$ cat config.mk
export PLATFORM = sky130hd
export DESIGN_NAME = block_cache_slot_allocator
export DESIGN_NICKNAME = d
export VERILOG_FILES = /design/src/rtl/bcsa_pkg.sv /design/src/rtl/block_cache_slot_allocator.sv /design/src/rtl/bcsa_ram.sv
export SDC_FILE = /design/constraint.sdc
export NUM_CORES = 1
export LEC_CHECK = 0
export BUFFER_PORTS_ARGS = -buffer_cell sky130_fd_sc_hd__clkbuf_2
export CORE_AREA = 5 5 227 229
export CTS_BUF_LIST = sky130_fd_sc_hd__clkbuf_8
export DETAILED_ROUTE_END_ITERATION = 8
export DIE_AREA = 0 0 232 234
export GPL_TIMING_DRIVEN = 0
export PLACE_DENSITY = 0.77
export SETUP_SLACK_MARGIN = 0.2
export SYNTH_ARGS = -nofsm -noshare
export SYNTH_HDL_FRONTEND = slang
export SYNTH_SLANG_ARGS = --single-unit
$ cat constraint.sdc
create_clock -name clk_i -period 7.7 [get_ports clk_i]
set_input_delay 0.385 -clock clk_i [delete_from_list [all_inputs] [get_ports clk_i]]
set_output_delay 0.385 -clock clk_i [all_outputs]
set_load 0.01 [all_outputs]
$ cat src/rtl/bcsa_pkg.sv
// shared types and constants for the block cache slot allocator
`default_nettype none

package bcsa_pkg;

  // field widths of the request and result items
  localparam int unsigned AddrW    = 32;
  localparam int unsigned StampW   = 32;
  localparam int unsigned SlotIdxW = 3;

  // result outcome codes
  typedef enum logic [1:0] {
    OUT_HIT   = 2'd0,
    OUT_FREE  = 2'd1,
    OUT_CLEAN = 2'd2,
    OUT_DIRTY = 2'd3
  } outcome_e;

  // controller states
  typedef enum logic [1:0] {
    ST_IDLE,
    ST_SCAN,
    ST_WRITE
  } state_e;

  // request item
  typedef struct packed {
    logic [AddrW-1:0]  blk_addr;
    logic [StampW-1:0] access_time;
    logic              is_write;
  } req_t;

  // result item
  typedef struct packed {
    outcome_e              outcome;
    logic [SlotIdxW-1:0]   slot_index;
    logic [AddrW-1:0]      writeback_addr;
  } rsp_t;

  // one slot entry as held in the slot memory
  typedef struct packed {
    logic [AddrW-1:0]  tag;
    logic [StampW-1:0] stamp;
    logic              dirty;
  } slot_t;

endpackage

`default_nettype wire

$ cat src/rtl/block_cache_slot_allocator.sv
// fully associative slot allocator with lru victim choice and dirty write-back
//
//  channel   signals                     direction  handshake
//  request   start, busy, req_i          in         taken when start high, busy low
//  result    done_o, rsp_o               out        one-cycle strobe, no stall
//
// from acceptance to its result strobe an item passes through the slot
// memory reads, one per slot, the drain of the read pipe, the exit from the
// scan, the read-modify-write of the chosen slot and the output register.
// the next item may be accepted in the cycle its predecessor's result shows.
// reset clears the valid bits and the control; the slot memory needs no clear.
`default_nettype none

module block_cache_slot_allocator
  import bcsa_pkg::*;
#(
  parameter int unsigned SLOTS = 8
) (
  input  wire logic clk_i,
  input  wire logic rst_ni,
  input  wire logic start,
  input  wire req_t req_i,
  output logic      busy,
  output logic      done_o,
  output rsp_t      rsp_o
);

  localparam int unsigned IW = (SLOTS > 1) ? $clog2(SLOTS) : 1;
  localparam int unsigned CW = $clog2(SLOTS + 1);

  state_e state_q, state_d;

  req_t            req_q;
  logic [CW-1:0]   issue_q, issue_d;
  logic            rvld_q, rvld_d;
  logic [IW-1:0]   ridx_q, ridx_d;
  logic [SLOTS-1:0] valid_q, valid_d;

  logic            hit_q, hit_d;
  logic [IW-1:0]   hit_idx_q, hit_idx_d;
  logic            hit_dirty_q, hit_dirty_d;
  logic            free_q, free_d;
  logic [IW-1:0]   free_idx_q, free_idx_d;
  logic [IW-1:0]   old_idx_q, old_idx_d;
  logic [StampW-1:0] old_stamp_q, old_stamp_d;
  logic [AddrW-1:0]  old_tag_q, old_tag_d;
  logic            old_dirty_q, old_dirty_d;

  logic            done_q, done_d;
  rsp_t            rsp_q, rsp_d;

  logic            ram_re, ram_we;
  logic [IW-1:0]   ram_waddr;
  slot_t           ram_wdata, ram_rdata;
  logic            accept;
  logic            rslot_valid;
  logic [IW-1:0]   chosen;
  logic [IW+SlotIdxW-1:0] chosen_ext;

  assign accept = start && !busy;
  assign busy   = (state_q != ST_IDLE);
  assign done_o = done_q;
  assign rsp_o  = rsp_q;

  // slot memory holding tag, time stamp and dirty bit
  bcsa_ram #(
    .WIDTH ($bits(slot_t)),
    .DEPTH (SLOTS)
  ) u_slot_ram (
    .clk_i   (clk_i),
    .we_i    (ram_we),
    .waddr_i (ram_waddr),
    .wdata_i (ram_wdata),
    .re_i    (ram_re),
    .raddr_i (issue_q[IW-1:0]),
    .rdata_o (ram_rdata)
  );

  // state, scan bookkeeping, valid bits and result strobe
  always_ff @(posedge clk_i or negedge rst_ni) begin
    if (!rst_ni) begin
      state_q <= ST_IDLE;
      rvld_q  <= 1'b0;
      valid_q <= '0;
      done_q  <= 1'b0;
    end else begin
      state_q <= state_d;
      rvld_q  <= rvld_d;
      valid_q <= valid_d;
      done_q  <= done_d;
    end
  end

  // payload, scan bookkeeping, scan results and result register
  always_ff @(posedge clk_i) begin
    if (accept) begin
      req_q <= req_i;
    end
    issue_q     <= issue_d;
    ridx_q      <= ridx_d;
    hit_q       <= hit_d;
    hit_idx_q   <= hit_idx_d;
    hit_dirty_q <= hit_dirty_d;
    free_q      <= free_d;
    free_idx_q  <= free_idx_d;
    old_idx_q   <= old_idx_d;
    old_stamp_q <= old_stamp_d;
    old_tag_q   <= old_tag_d;
    old_dirty_q <= old_dirty_d;
    rsp_q       <= rsp_d;
  end

  assign rslot_valid = valid_q[ridx_q];

  // winner of the scan: hit, else lowest free slot, else oldest slot
  always_comb begin
    if (hit_q) begin
      chosen = hit_idx_q;
    end else if (free_q) begin
      chosen = free_idx_q;
    end else begin
      chosen = old_idx_q;
    end
  end
  assign chosen_ext = (IW + SlotIdxW)'(chosen);

  // next state, scan compare and slot update
  always_comb begin
    state_d     = state_q;
    issue_d     = issue_q;
    rvld_d      = 1'b0;
    ridx_d      = issue_q[IW-1:0];
    valid_d     = valid_q;
    hit_d       = hit_q;
    hit_idx_d   = hit_idx_q;
    hit_dirty_d = hit_dirty_q;
    free_d      = free_q;
    free_idx_d  = free_idx_q;
    old_idx_d   = old_idx_q;
    old_stamp_d = old_stamp_q;
    old_tag_d   = old_tag_q;
    old_dirty_d = old_dirty_q;
    done_d      = 1'b0;
    rsp_d       = rsp_q;
    ram_re      = 1'b0;
    ram_we      = 1'b0;
    ram_waddr   = chosen;
    ram_wdata.tag   = req_q.blk_addr;
    ram_wdata.stamp = req_q.access_time;
    ram_wdata.dirty = hit_q ? (hit_dirty_q || req_q.is_write) : req_q.is_write;

    case (state_q)
      ST_IDLE: begin
        if (accept) begin
          state_d = ST_SCAN;
          issue_d = '0;
          hit_d   = 1'b0;
          free_d  = 1'b0;
        end
      end
      ST_SCAN: begin
        // issue one slot read per cycle
        if (issue_q < CW'(SLOTS)) begin
          ram_re  = 1'b1;
          rvld_d  = 1'b1;
          issue_d = issue_q + CW'(1);
        end else if (!rvld_q) begin
          state_d = ST_WRITE;
        end
        // look at the slot read last cycle
        if (rvld_q) begin
          if (rslot_valid) begin
            if (!hit_q && (ram_rdata.tag == req_q.blk_addr)) begin
              hit_d       = 1'b1;
              hit_idx_d   = ridx_q;
              hit_dirty_d = ram_rdata.dirty;
            end
            if ((ridx_q == '0) || (ram_rdata.stamp < old_stamp_q)) begin
              old_idx_d   = ridx_q;
              old_stamp_d = ram_rdata.stamp;
              old_tag_d   = ram_rdata.tag;
              old_dirty_d = ram_rdata.dirty;
            end
          end else if (!free_q) begin
            free_d     = 1'b1;
            free_idx_d = ridx_q;
          end
        end
      end
      ST_WRITE: begin
        // write back the chosen slot and form the result
        ram_we          = 1'b1;
        valid_d[chosen] = 1'b1;
        done_d          = 1'b1;
        state_d         = ST_IDLE;
        rsp_d.slot_index     = chosen_ext[SlotIdxW-1:0];
        rsp_d.writeback_addr = '0;
        if (hit_q) begin
          rsp_d.outcome = OUT_HIT;
        end else if (free_q) begin
          rsp_d.outcome = OUT_FREE;
        end else if (old_dirty_q) begin
          rsp_d.outcome        = OUT_DIRTY;
          rsp_d.writeback_addr = old_tag_q;
        end else begin
          rsp_d.outcome = OUT_CLEAN;
        end
      end
      default: begin
        state_d = ST_IDLE;
      end
    endcase
  end

`ifndef SYNTHESIS
  // a result strobe follows exactly the slot update cycle
  assert property (@(posedge clk_i) disable iff (!rst_ni)
    done_o |-> $past(state_q == ST_WRITE))
    else $error("result strobe without slot update");

  // an accepted item keeps the block busy on the next cycle
  assert property (@(posedge clk_i) disable iff (!rst_ni)
    (start && !busy) |=> busy)
    else $error("accepted item did not raise busy");

  // only a dirty victim reports a write-back address
  assert property (@(posedge clk_i) disable iff (!rst_ni)
    (done_o && (rsp_o.outcome != OUT_DIRTY)) |-> (rsp_o.writeback_addr == '0))
    else $error("write-back address without dirty victim");

  // the slot memory is never read and written in the same cycle
  assert property (@(posedge clk_i) disable iff (!rst_ni)
    ram_we |-> !ram_re)
    else $error("slot memory read during write");
`endif

endmodule

`default_nettype wire

$ cat src/rtl/bcsa_ram.sv
// generic single write port ram with one registered read port
`default_nettype none

module bcsa_ram #(
  parameter int unsigned WIDTH = 8,
  parameter int unsigned DEPTH = 8,
  localparam int unsigned AW = (DEPTH > 1) ? $clog2(DEPTH) : 1
) (
  input  wire logic             clk_i,
  input  wire logic             we_i,
  input  wire logic [AW-1:0]    waddr_i,
  input  wire logic [WIDTH-1:0] wdata_i,
  input  wire logic             re_i,
  input  wire logic [AW-1:0]    raddr_i,
  output logic      [WIDTH-1:0] rdata_o
);

  logic [WIDTH-1:0] mem_q [DEPTH];

  // write port
  always_ff @(posedge clk_i) begin
    if (we_i) begin
      mem_q[waddr_i] <= wdata_i;
    end
  end

  // registered read port
  always_ff @(posedge clk_i) begin
    if (re_i) begin
      rdata_o <= mem_q[raddr_i];
    end
  end

endmodule

`default_nettype wire

==> results.sh <==
export IMPL_cp_endpoint="u_slot_ram.mem_q[1][7]$_DFFE_PP_"
export IMPL_dieArea_mm2=0.0543
export IMPL_num_fill_cells=2976
export IMPL_maxCapViolations=0
export IMPL_ys_seq_area_share_pct=80.6
export IMPL_postSynthCellCount=1280
export IMPL_hold_class="input port to async pin"
export IMPL_syn_num_nets=1380
export IMPL_outcome="complete, no violations"
export IMPL_yosys_warnings=0
export IMPL_clkTransAtPathRegs_ns=0.07
export IMPL_start_util_pct=58.8
export IMPL_grt_overflow=0
export IMPL_final_period_minus_worst_setup_slack_ns=3.15
export IMPL_r2r_cells=5
export IMPL_crit_arrival_ns=3.52
export IMPL_post_route_util_pct=68.8
export IMPL_die_w_um=232
export IMPL_dp_hpwl_um=34700
export IMPL_tightestPinTransition_ns=0.943
export IMPL_cts_tree="yes"
export IMPL_core_area_mm2=0.0495
export IMPL_numCtsBuffers=118
export IMPL_ir_drop_v=0.000197
export IMPL_crit_type="flop to flop"
export IMPL_drive_gt1_share_pct=30.8
export IMPL_hold_viol_final=0
export IMPL_vias=13600
export IMPL_first_global_vias=14300
export IMPL_synth_seq_cells=783
export IMPL_fin_cells=2375
export IMPL_viasPerCell=5.72
export IMPL_clkLatencyLatePin_ns=0.71
export IMPL_routabilityCongestion=0.725
export IMPL_critPathLaunchType="flop"
export IMPL_numClockSinks=783
export IMPL_io_buffers=106
export IMPL_fin_skew_ns=0.0411
export IMPL_synth_cell_types=38
export IMPL_first_pass_iters=6
export IMPL_num_nets_final=1700
export IMPL_fp_row_count=82
export IMPL_post_cts_buffers=0
export IMPL_crit_path_cell_trace="clkbuf_1, o21ai_0, nand2_1, nor2_4, buf_12"
export IMPL_drt_iter0_markers=1335
export IMPL_grt_pass1_wl_um=85900
export IMPL_p_leak_nw=11.5
export IMPL_crit_required_ns=8.07
export IMPL_drv_slew=0
export IMPL_die_h_um=234
export IMPL_ff2ff_setup_slack_ns=4.55
export IMPL_cp_slowest_cell="nor2_4"
export IMPL_synthesis_area_mm2=0.0291
export IMPL_cp_max_fo=25
export IMPL_io_pins=107
export IMPL_grt_max_degree=35
export IMPL_avgSynthCellArea_um2=22.7
export IMPL_dp_cells=2086
export IMPL_holdWs_ns=0.172
export IMPL_areaGrowthSynthToFinish_pct=17.1
export IMPL_finalSetupViolations=0
export IMPL_antenna_found_initial=1
export IMPL_routed_wl_um=56300
export IMPL_htreeDepth=3
export IMPL_r2r_start="hit_q$_DFFE_PP_"
export IMPL_wl_per_cell_um=23.7
export IMPL_crit_path_start="hit_q$_DFFE_PP_"
export IMPL_clock_path_buffers=3
export IMPL_grt_util_all_layers_pct=21.4
export IMPL_relSlewSlack_pct=37.1
export IMPL_ant_nets=0
export IMPL_critPathMaxStageDelay_ns=0.83
export IMPL_cts_root_buf="clkbuf_8"
export IMPL_fmax_mhz=318
export IMPL_powerDensity_mw_per_mm2=349
export IMPL_worstSetupEndpointType="flop"
export IMPL_fin_crit_sh_pct=40.9
export IMPL_r2r_end="u_slot_ram.mem_q[1][7]$_DFFE_PP_"
export IMPL_drc=0
export IMPL_rsz0062_at_grt="false"
## sequential cells by signal, indices dropped and copies added (netlist names), 4 cells and up
| signal | cells |
|---|---|
| old_tag_q | 32 |
| u_slot_ram.mem_q | 520 |
| rsp_o | 37 |
| issue_q | 4 |
| ram_wdata | 64 |
| u_slot_ram.rdata_o | 65 |
| valid_q | 8 |
| old_stamp_q | 32 |
## kinds of logic (layout without fill, tap and decap cells)
| kind of cell | count (synthesis) | in the layout | share of synthesized area, % |
|---|---|---|---|
| other | 0 | 1 | 0 |
| adder cells (fa/ha/maj) | 32 | 32 | 1.38 |
| AO/OA/AOI/OAI | 37 | 37 | 0.693 |
| multiplexers | 201 | 201 | 12.9 |
| buffers and inverters | 79 | 501 | 1.30 |
| flip-flops | 783 | 783 | 80.6 |
| AND/OR/NAND/NOR | 114 | 114 | 2.10 |
| XOR/XNOR | 34 | 34 | 1.02 |
## critical path, delay by kind of cell (launching register included)
family	cells	cell delay, ns
and+or+nand+nor	2	1.25
AOI/OAI and AO/OA	1	0.59
DFF	1	0.40
buffers and inverters	2	0.56
## Yosys cell counts
master,instances,share of area (%)
a21o_1,1,0.026
nand4_1,10,0.22
xor2_1,2,0.060
nand2_1,19,0.25
a211oi_1,1,0.026
buf_6,9,0.35
dfxtp_1,3,0.21
buf_2,11,0.19
xnor2_1,32,0.96
nand3_1,3,0.052
mux2_2,66,2.6
o22ai_1,1,0.022
clkbuf_1,22,0.28
inv_1,33,0.43
nor2b_1,3,0.065
or2_2,3,0.065
o21ai_1,2,0.034
and4_1,2,0.060
buf_1,4,0.052
o2111ai_1,1,0.030
dfrtp_1,12,1.0
nor3b_1,1,0.026
nor4_1,1,0.022
nor2_1,22,0.28
a221oi_1,1,0.030
mux2i_1,3,0.10
ha_1,32,1.4
or2_1,7,0.15
edfxtp_1,768,79
nor3_1,4,0.069
o211ai_1,1,0.026
a21oi_1,19,0.33
mux4_2,132,10
and3_1,32,0.69
or4_1,2,0.052
o21ai_0,10,0.17
nand2b_1,4,0.086
and2_1,1,0.022
## cells in the final DEF, fill, tap and decap left out, types with 12 or more instances in the layout
cell type and n:
mux4_2 132, edfxtp_1 768, clkbuf_8 124, and3_1 32, clkbuf_2 106, dlygate4sd3_1 66
dfrtp_1 12, mux2_2 66, clkinv_1 31, a21oi_1 18, inv_1 66, buf_12 23
clkbuf_1 22, ha_1 32, xnor2_1 32, nor2_1 12, nand2_1 19, clkinv_2 24
## worst min-delay path by stage
stage,start,end
2_1_floorplan,rst_ni,done_o$_DFF_PN0_
3_3_place_gp,rst_ni,valid_q[6]$_DFFE_PN0P_
3_5_place_dp,rst_ni,valid_q[0]$_DFFE_PN0P_
4_1_cts,rst_ni,valid_q[0]$_DFFE_PN0P_
5_1_grt,rst_ni,valid_q[0]$_DFFE_PN0P_
6_report,rst_ni,valid_q[0]$_DFFE_PN0P_
## metal layers
metal	global-route usage [%]	share of wire (%)	vias up	wire length, µm
met5	0	0	-	0
met4	6.37	2.3	0	1280
met3	4.25	7.0	97	3930
met2	35.7	50	523	28300
met1	29.3	41	7045	22800
li1	-	-	5911	-
## metrics by stage
stage          cell area, µm²  total power [mW]  setup TNS [ns]  setup WS [ns]
2_1_floorplan           29100              7.80               0           1.75
3_3_place_gp            30400              8.60        -1115.28          -2.27
3_5_place_dp            31100              8.77               0           4.70
4_1_cts                 34000              12.0               0           4.64
5_1_grt                 34000              12.4               0           4.49
6_report                34000              11.9               0           4.55
## area by class of cell
| class | instances | area, µm² | area share (%) |
|---|---|---|---|
| Clock inverter | 98 | 549 | 1.61 |
| Antenna cell | 1 | 2.50 | 0.00735 |
| Inverter | 33 | 124 | 0.364 |
| Timing Repair Buffer | 200 | 1790 | 5.26 |
| Buffer | 46 | 254 | 0.746 |
| Multi-Input combinational cell | 418 | 5350 | 15.7 |
| Clock buffer | 124 | 1710 | 5.01 |
| Tap cell | 672 | 841 | 2.47 |
| Sequential cell | 783 | 23400 | 68.8 |
## report_power, final
part	total, mW	leakage [nW]	internal (mW)	switching (mW)
registers	5.95	7.15	5.58	0.367
clock network	3.19	1.29	1.66	1.53
logic	2.74	3.06	1.29	1.45
## what timing repair did
action,4_1_cts,5_1_grt
resized for setup,0,0
hold buffers,66,0
hold endpoints to repair,77,0
(Power assumes the default switching activity.)
